## src/hdl/fmoc_pkg.sv

```systemverilog
// Shared constants, types and codes for the FM-index occurrence checkpoint interleaver.
`default_nettype none
package fmoc_pkg;
   localparam int SYMBOL_KINDS   = 24;
   localparam int LANES          = 4;
   localparam int BYTE_W         = 8;
   localparam int WORD_W         = LANES * BYTE_W;
   localparam int SYM_W          = 5;
   localparam int NVALID_W       = 3;
   localparam int COUNT_W        = 64;
   localparam int ADD_W          = 3;
   localparam int INTERVAL_W     = 11;
   localparam int PHASE_W        = 10;
   localparam int MAX_INTERVAL   = 1024;
   localparam int INTERVAL_RESET = 32;
   localparam int CSR_ADDR_W     = 3;
   localparam int CSR_DATA_W     = 32;

   // register index as decoded from the byte address
   localparam logic REG_INTERVAL = 1'b0;

   typedef enum logic {
      KIND_COUNT = 1'b0,
      KIND_WORD  = 1'b1
   } kind_type;

   typedef enum logic [1:0] {
      ST_IDLE,
      ST_PRE,
      ST_WORD,
      ST_POST
   } state_type;

   // what one lane found in its byte
   typedef struct packed {
      logic [SYMBOL_KINDS-1:0] hit;
      logic                    bad;
   } lane_hit_type;
endpackage
`default_nettype wire

```

## src/hdl/fmoc_lane.sv

```systemverilog
// One symbol lane: decodes a byte into a one-hot count increment and a bad flag.
`default_nettype none
module fmoc_lane (
   input  wire logic [fmoc_pkg::BYTE_W-1:0] sym,
   input  wire logic                        lane_en,
   output fmoc_pkg::lane_hit_type           result
);
   import fmoc_pkg::*;

   logic in_alpha;

   assign in_alpha = sym < BYTE_W'(SYMBOL_KINDS);

   always_comb begin
      for (int s = 0; s < SYMBOL_KINDS; s++) begin
         result.hit[s] = lane_en && in_alpha && (sym[SYM_W-1:0] == SYM_W'(s));
      end
      result.bad = lane_en && !in_alpha;
   end
endmodule
`default_nettype wire

```

## config.mk

```make
export PLATFORM = sky130hd
export DESIGN_NAME = fmoc_lane
export DESIGN_NICKNAME = d
export VERILOG_FILES = /design/src/hdl/fmoc_pkg.sv /design/src/hdl/fmoc_lane.sv
export SDC_FILE = /design/constraint.sdc
export NUM_CORES = 1
export LEC_CHECK = 0
export ABC_CLOCK_PERIOD_IN_PS = 1250
export BUFFER_PORTS_ARGS = -buffer_cell sky130_fd_sc_hd__buf_2
export CAP_MARGIN = 20
export CORE_AREA = 2 2 39 41
export DETAILED_ROUTE_END_ITERATION = 16
export DIE_AREA = 0 0 41 43
export GPL_TIMING_DRIVEN = 0
export PLACE_DENSITY = 0.68
export SLEW_MARGIN = 10
export SYNTH_ARGS = -nofsm -noshare
export SYNTH_HDL_FRONTEND = slang
export SYNTH_SLANG_ARGS = --single-unit
```

## constraint.sdc

```tcl
create_clock -name vclk -period 1.25
set_clock_uncertainty 0.2 [all_clocks]
set_input_delay 0.125 -clock vclk [all_inputs]
set_output_delay 0.125 -clock vclk [all_outputs]
set_load 0.005 [all_outputs]
```

==> results.toml <==
[status]
status = "finished with violations"
violations = "negative setup slack"

[detailed_routing]
drc = 0
num_vias = 467
drt_first_pass_iters = 3
wl_met1_um = 415
drt_wl_total_um = 1054
drtAntennaViolNets = 0
wl_met2_um = 556
wl_met3_um = 82
routed_via_density = 5.132
drtIter0Drc = 2
wl_per_cell_um = 11.58
dr.max_layer_used = "met3"

[setup_path]
crit_chain = "buf_6 -> or4b_4 -> buf_12 -> nor3_4 -> buf_2"
start_kind = "input pin"
worstSetupPathType = "in -> out"
cp_data_required_time_ns = 0.93
slowest_delay_ns = 0.61
startpoint = "sym[7]"
path_max_fanout = 10
crit_family = "simple AND/OR/NAND/NOR gates"
worst-path-buf-inv = 3
crit_arrival_ns = 1.26
critPathSlowestCell = "or4b_4"
cp-end-kind = "output port"

[die]
row_count = 14
num_io_pins = 34
start_util_pct = 26.85
core_um2 = 1384
die_area_um2 = 1763
die_w_um = 41
fp.dieH_um = 43

[synth]
yosysSeqAreaShare_pct = 0
yosys_warnings = 0
synth_area_um2 = 371.6
syn_inst = 41
synth_fp_nets = 50
syn_avg_cell_area_um2 = 9.064
ys_types = 16

[cells_and_area]
num_antenna_cells = 0
layout_commonest_cell = "buf_2"
nets = 86
most-common-layout-cells = "buf_2 (33), nor3_4 (20)"
final_layout_size_suffix_gt1_share_pct = 84.00
regArea_um2 = 0
nClkBuffers = 0
area_delta_synth_final_pct = 89.56
nFlopsAndLatches = 0
multiInputGateArea_um2 = 456.7
postLayoutCellArea_um2 = 704.4
nFillCells = 133

[power_and_ir_drop]
powerDensity_nw_per_um2 = 170.7
power.leakage_nw = 0.4446
fin_total_pwr_mw = 0.1202
vdd_drop_max_mv = 0.09657

[sta]
fmax_mhz = 632.1
rsz0062_at_grt = "true"
fin_ws_ns = -0.3319
hold_violations = 0
worst_slew_pin_slew_ns = 0.6255
fin_crit_ns = 1.582
final.period_utilization_pct = 126.6
slew_headroom_pct = 58.30
drv_slew = 0
finalSetupViolCount = 24

[global_route]
grtUsageTotal_pct = 12.50
grt_pass1_vias = 366
antenna_found_initial = 0
grt_first_pass_wirelength_um = 1621
grt_max_degree = 11
grt_overflow = 0

[placed_design]
dpl.hpwl_um = 903.9
dpl_cell_area_um2 = 689.4
globalplace.congestion = 0.7366
place_ws_ns = -0.3811
numPortBuffers = 34

[hold_path]
min_from = "lane_en"
hp-class = "in -> out"

[flow_run]
maxCapViolations = 0
layer usage:
layer | global-route usage (%) | vias up
met3 | 0.5236 | 0
met5 | 0 | -
met4 | 0 | 0
met1 | 18.57 | 217
met2 | 20.63 | 18
li1 | - | 232
power by group:
part           internal [mW]  switching, mW  total, mW  leakage [nW]
logic                 0.0376         0.0827      0.120         0.445
registers                  0              0          0             0
clock network              0              0          0             0
cell families after synthesis:
family	synth area share (%)
and+or+nand+nor	84.18
AOI/OAI and AO/OA	2.357
buffers and inverters	13.47
through the flow:
stage / TNS, ns / cells / utilization (%) / hold WS, ns
3_5_place_dp: -8.595 / 91 / 49.82 / 0.3487
4_1_cts: -7.461 / 90 / 50.00 / 0.3460
2_1_floorplan: -2.772 / 41 / - / 0.1669
6_report: -7.412 / 91 / 50.90 / 0.3454
3_3_place_gp: -8.425 / 91 / 49.82 / 0.3452
5_1_grt: -8.591 / 91 / 50.90 / 0.4046
final cells by class:
type               instances  share of cell area, %
repair buffers            35                  26.11
multi-input cells         37                  64.83
well taps                 16                  2.842
plain buffers              3                  6.217
timing repair:
| item | in CTS | in global routing |
|---|---|---|
| buffers inserted | 0 | 1 |
| hold buffers | 0 | 0 |
| pin swaps | 0 | 1 |
| gates resized for setup | 3 | 1 |
| endpoints found under the setup margin | 24 | 25 |
final timing paths:
kind | end | cells past startpoint
worst max-delay path | result[12] | 5
worst min-delay path | result[0] | 3
cells in the mapped netlist, types with 2 or more instances:
| library cell | number | share of area [%] |
|---|---|---|
| or3b_2 | 3 | 7.1 |
| nand3b_1 | 2 | 4.0 |
| nand2b_1 | 2 | 3.4 |
| nor3_2 | 19 | 51 |
| nor3_1 | 4 | 5.4 |
(Power assumes the default switching activity.)
