[src/hdl/fmoc_pkg.sv]
// Shared constants, types and codes for the FM-index occurrence checkpoint interleaver.
`default_nettype none
package fmoc_pkg;
   localparam int SYMBOL_KINDS   = 24;
   localparam int LANES          = 4;
   localparam int BYTE_W         = 8;
   localparam int WORD_W         = LANES * BYTE_W;
   localparam int SYM_W          = 5;
   localparam int NVALID_W       = 3;
   localparam int COUNT_W        = 64;
   localparam int ADD_W          = 3;
   localparam int INTERVAL_W     = 11;
   localparam int PHASE_W        = 10;
   localparam int MAX_INTERVAL   = 1024;
   localparam int INTERVAL_RESET = 32;
   localparam int CSR_ADDR_W     = 3;
   localparam int CSR_DATA_W     = 32;

   // register index as decoded from the byte address
   localparam logic REG_INTERVAL = 1'b0;

   typedef enum logic {
      KIND_COUNT = 1'b0,
      KIND_WORD  = 1'b1
   } kind_type;

   typedef enum logic [1:0] {
      ST_IDLE,
      ST_PRE,
      ST_WORD,
      ST_POST
   } state_type;

   // what one lane found in its byte
   typedef struct packed {
      logic [SYMBOL_KINDS-1:0] hit;
      logic                    bad;
   } lane_hit_type;
endpackage
`default_nettype wire

[src/hdl/fmoc_merge.sv]
// Merges lane hits into the per-symbol running counts and serves one count per cycle.
`default_nettype none
module fmoc_merge (
   input  wire logic                          clock,
   input  wire logic                          reset,
   input  wire fmoc_pkg::lane_hit_type        lane_hits [fmoc_pkg::LANES],
   input  wire logic                          count_en,
   input  wire logic                          clear,
   input  wire logic [fmoc_pkg::SYM_W-1:0]    rd_idx,
   output logic      [fmoc_pkg::COUNT_W-1:0]  rd_count
);
   import fmoc_pkg::*;

   logic [COUNT_W-1:0] count_ff [SYMBOL_KINDS];
   logic [COUNT_W-1:0] count_in [SYMBOL_KINDS];
   logic [ADD_W-1:0]   add      [SYMBOL_KINDS];

   always_comb begin
      for (int s = 0; s < SYMBOL_KINDS; s++) begin
         add[s] = '0;
         for (int l = 0; l < LANES; l++) begin
            add[s] = add[s] + ADD_W'(lane_hits[l].hit[s]);
         end
         count_in[s] = count_ff[s] + COUNT_W'(add[s]);
      end
   end

   always_ff @(posedge clock) begin
      for (int s = 0; s < SYMBOL_KINDS; s++) begin
         if (reset || clear) begin
            count_ff[s] <= '0;
         end else if (count_en) begin
            count_ff[s] <= count_in[s];
         end
      end
   end

   always_comb begin
      rd_count = '0;
      for (int s = 0; s < SYMBOL_KINDS; s++) begin
         if (rd_idx == SYM_W'(s)) begin
            rd_count = count_ff[s];
         end
      end
   end
endmodule
`default_nettype wire

[config.mk]
export PLATFORM = sky130hd
export DESIGN_NAME = fmoc_merge
export DESIGN_NICKNAME = d
export VERILOG_FILES = /design/src/hdl/fmoc_pkg.sv /design/src/hdl/fmoc_merge.sv
export SDC_FILE = /design/constraint.sdc
export NUM_CORES = 2
export LEC_CHECK = 0
export BUFFER_PORTS_ARGS = -buffer_cell sky130_fd_sc_hd__clkbuf_2
export CORE_MARGIN = 3
export CORE_UTILIZATION = 30
export CTS_BUF_LIST = sky130_fd_sc_hd__clkbuf_4 sky130_fd_sc_hd__clkbuf_8
export CTS_CLUSTER_DIAMETER = 200
export DETAILED_ROUTE_END_ITERATION = 12
export MAX_ROUTING_LAYER = met4
export PLACE_DENSITY = 0.46
export SYNTH_ARGS = -nofsm -noshare
export SYNTH_HDL_FRONTEND = slang
export SYNTH_SLANG_ARGS = --single-unit
[constraint.sdc]
create_clock -name clock -period 39.8 [get_ports clock]
set_input_delay 7.96 -clock clock [delete_from_list [all_inputs] [get_ports clock]]
set_output_delay 7.96 -clock clock [all_outputs]
set_load 0.1 [all_outputs]
==> metrics <==
Area Growth Syn to Fin 12.4%; ratio of cells with drive above 1 in the final layout 10.6%; fin. max-slew vios 0; Clk pwr share 40.7%; RSZ-0062 raised after global routing false; Worst Setup Path Type in -> out; pwr dens 37.0 nW/um2; Post-synth top flop edfxtp_1; worst skew pair latency ~1.1 ns; largest registers count_ff: 1536 flops; post-synthesis xor/xnor area fraction 10.3%; drt via density about 5.8; Yosys top cell area share 47.3%; kind of cell adding the most delay to the critical path buffers and inverters; FILL cells 33200; synth warn 0; CP Buf/Inv Count 6; EDFF count, synth 1536; global route total overflow 0; chip height around 580 um; CTS Buffer Depth 4; final net count between 10000 and 15000; Critical Path End rd_count[16]; library cells used by synthesis 91; HP Class reg -> reg; CP Max Fanout 46; Critical Path Start rd_idx[0]; routed wire length approximately 420000 um; slowest CP cell a2111oi_2; largest net degree at the start of global routing 169; Setup Viol. Count Final 0; reg2reg end count_ff[2][118]; Post-DP HPWL ~300000 um; CTS sink cnt ~1500; Synth Area in Simple Gates 24.2%; max cap viols 0; # resized after CTS 0; FF-to-FF path depth 9; fmax about 0.046 GHz; io pins 173; IO Port Bufs 168; combinational power share 10.8%; hold_ws 0.633 ns; post-CTS setup repair buffer count 0; DIE AREA between 300000 and 400000 um2; proportion of synthesized area in mux cells 3.03%; number of synthesized register bits 1536; # hold bufs at CTS 0; TNS Setup 0 ns; CTS Root Cell clkbuf_8; number of flip-flops in the largest register 1536; Final Skew just over 0.08 ns; adder-cell share of the synthesized area about 1.8%; # DRC 0; site row count between 200 and 250; Initial DRC Count approximately 11000; CP Depth 12; antenna violations before repair 26; P_leak 0.0354 uW; core footprint 322000 um2; GRT Resource Usage Total 25.0%; VDD IR max 0.0000225 V; Critical Path Sink Type output pin; total placed cells including tap cells roughly 14000; First-pass DRT Iterations 8; Setup crit start kind input port; status finished, final reports clean; vias in the first global route between 70000 and 80000; CP required 31.84 ns; Yosys top cell by area edfxtp_1; most used cell, CP buf_4; largest reg by FF count count_ff; routability cong. 0.955; Synth Instances 10100; routed vias approximately 85000; sw power 1230 uW; cell internal pwr 2830 uW; slew margin rel. 7.15%; Synthesized Nets approximately 10000; Critical R2R Launch count_ff[2][64]; Post-synth ARST share 0%; sequential-to-total area share from yosys stat a little under half; crit path DAT 13.71 ns; CTS buffer count about 300; Tot Pwr 4060 uW; die width 576 um; H-tree depth 5; Antenna Violating Nets Remaining 0; cell chain of the critical path buf_8, buf_4, buf_4, and2_1, buf_4, nand2_1, buf_4, nor2_1, nor4_2, a2111oi_2, o21ai_0, clkbuf_2; CTS tree done; switching share of power 30.3%; global-route wire length before repair 589000 um; Synth area leaders edfxtp_1 (47%), nor2_1 (5.8%), xor2_1 (5.6%); Initial Util 30.3%; Non-Filler Instances 14800; routed len/inst 28.3 um; sequential power share 48.4%; post-synthesis compound-gate area fraction around a tenth; Reg2Reg Setup Slack around 36 ns; Final Cycle Share 54.4%; Avg Inst Size Synth 9.70 um2; Clk pin slew, worst setup/hold paths 0.05 ns; Worst Max-Slew Pin Slew 1.38 ns; min cycle time layout ~22 ns; Post-Route Utilization 34.0%; max incr delay on CP 1.20 ns; largest family of logic cells by synthesized area simple AND/OR/NAND/NOR gates; Fin. Hold Viols 0; cell area after synthesis 97500 um2
worst min-delay path by stage:
stage	from	endpoint	slack, ns	cells past startpoint
6_report	count_ff[1][381]	count_ff[1][381]	0.63	2
5_1_grt	count_ff[0][360]	count_ff[0][360]	0.66	2
4_1_cts	count_ff[2][255]	count_ff[2][255]	0.64	2
3_5_place_dp	count_ff[2][500]	count_ff[2][500]	0.62	2
3_3_place_gp	count_ff[0][360]	count_ff[0][360]	0.61	2
2_1_floorplan	count_ff[2][255]	count_ff[2][255]	0.58	2
kinds of logic after synthesis:
logic type      Yosys count
mux                     211
buf+inv                 840
xor+xnor               1147
flops                  1536
compound gates         1560
fa+ha+maj                96
simple gates           4665
cells in the final DEF (no fill, tap or decap), types with 72 or more instances in the layout:
master    synthesis  final
nor4_1          216    210
mux2i_1         111    111
or3_1           239    238
clkbuf_8          0    314
clkbuf_4          0    116
nand3_1         526    526
o22ai_1         131    131
nor3_1          255    252
a21oi_1         459    459
clkbuf_2          4    166
nand2_1         729    725
o21ai_0         408    405
buf_4             0    223
xor2_1          622    622
xnor2_1         525    525
and3_1          223    223
a22oi_1          88     88
edfxtp_1       1536   1536
clkinv_1          2     79
inv_1           289    289
fa_1             72     72
and2_1           81     80
nor2_1         1500   1484
or4_1            77     77
and4_1          160    160
nand4_1         454    454
stage by stage:
| stage | area, um2 | setup WS, ns |
|---|---|---|
| 2_1_floorplan | 97500 | 12.84 |
| 3_3_place_gp | 104000 | 18.05 |
| 3_5_place_dp | 104000 | 18.07 |
| 4_1_cts | 110000 | 18.06 |
| 5_1_grt | 110000 | 18.04 |
| 6_report | 110000 | 18.13 |
area by class of cell:
| cell class | count | area [um2] | share of cell area (%) |
|---|---|---|---|
| diodes | 10 | 25.0 | 0.0228 |
| clock buffers | 430 | 5190 | 4.74 |
| clock inverters | 117 | 671 | 0.612 |
| inverters | 291 | 1090 | 0.998 |
| multi-input cells | 7679 | 48400 | 44.2 |
| flip-flops and latches | 1536 | 46100 | 42.1 |
| well taps | 4305 | 5390 | 4.92 |
| repair buffers | 396 | 2640 | 2.41 |
Yosys cell counts (43+ instances only):
master	instances
mux4_2	64
clkbuf_1	440
and4_1	160
o22ai_1	131
o211ai_1	43
mux2i_1	111
nand3_1	526
o221ai_1	49
a21oi_1	459
buf_2	66
nor2_1	1500
and2_1	81
xnor2_1	525
nand4_1	454
and3_1	223
o21ai_0	408
nor4_1	216
a22oi_1	88
nand2_1	729
fa_1	72
or4_1	77
edfxtp_1	1536
inv_1	289
xor2_1	622
nor3_1	255
or3_1	239
power by group through the flow:
| stage | sequential [uW] | clock, uW | combinational, uW |
|---|---|---|---|
| after global routing | 1970 | 1760 | 459 |
| after global placement | 1990 | 0 | 433 |
| final | 1970 | 1650 | 440 |
| after floorplan | 1990 | 0 | 255 |
| after detailed placement | 1990 | 0 | 435 |
| after CTS | 1960 | 1690 | 437 |
per-layer routing:
metal  vias up  part of all wire [%]  wire length, um  global-route usage, %
met3       690                   8.4            35200                   3.56
met2      4086                    42           177000                   35.3
li1      37700                     -                -                      -
met5         -                     0                0                      -
met4         0                   5.8            24100                   12.4
met1     42500                    44           182000                   34.8
worst reg2reg max path, delay by kind of cell, from the launching register on:
kind | cells | cell delay [ns]
adders and majority gates | 2 | 0.85
buffers and inverters | 1 | 0.11
AOI/OAI and AO/OA | 1 | 0.15
DFF | 1 | 0.39
and+or+nand+nor | 5 | 2.50
Note: power is estimated with default switching activity, not from simulation.
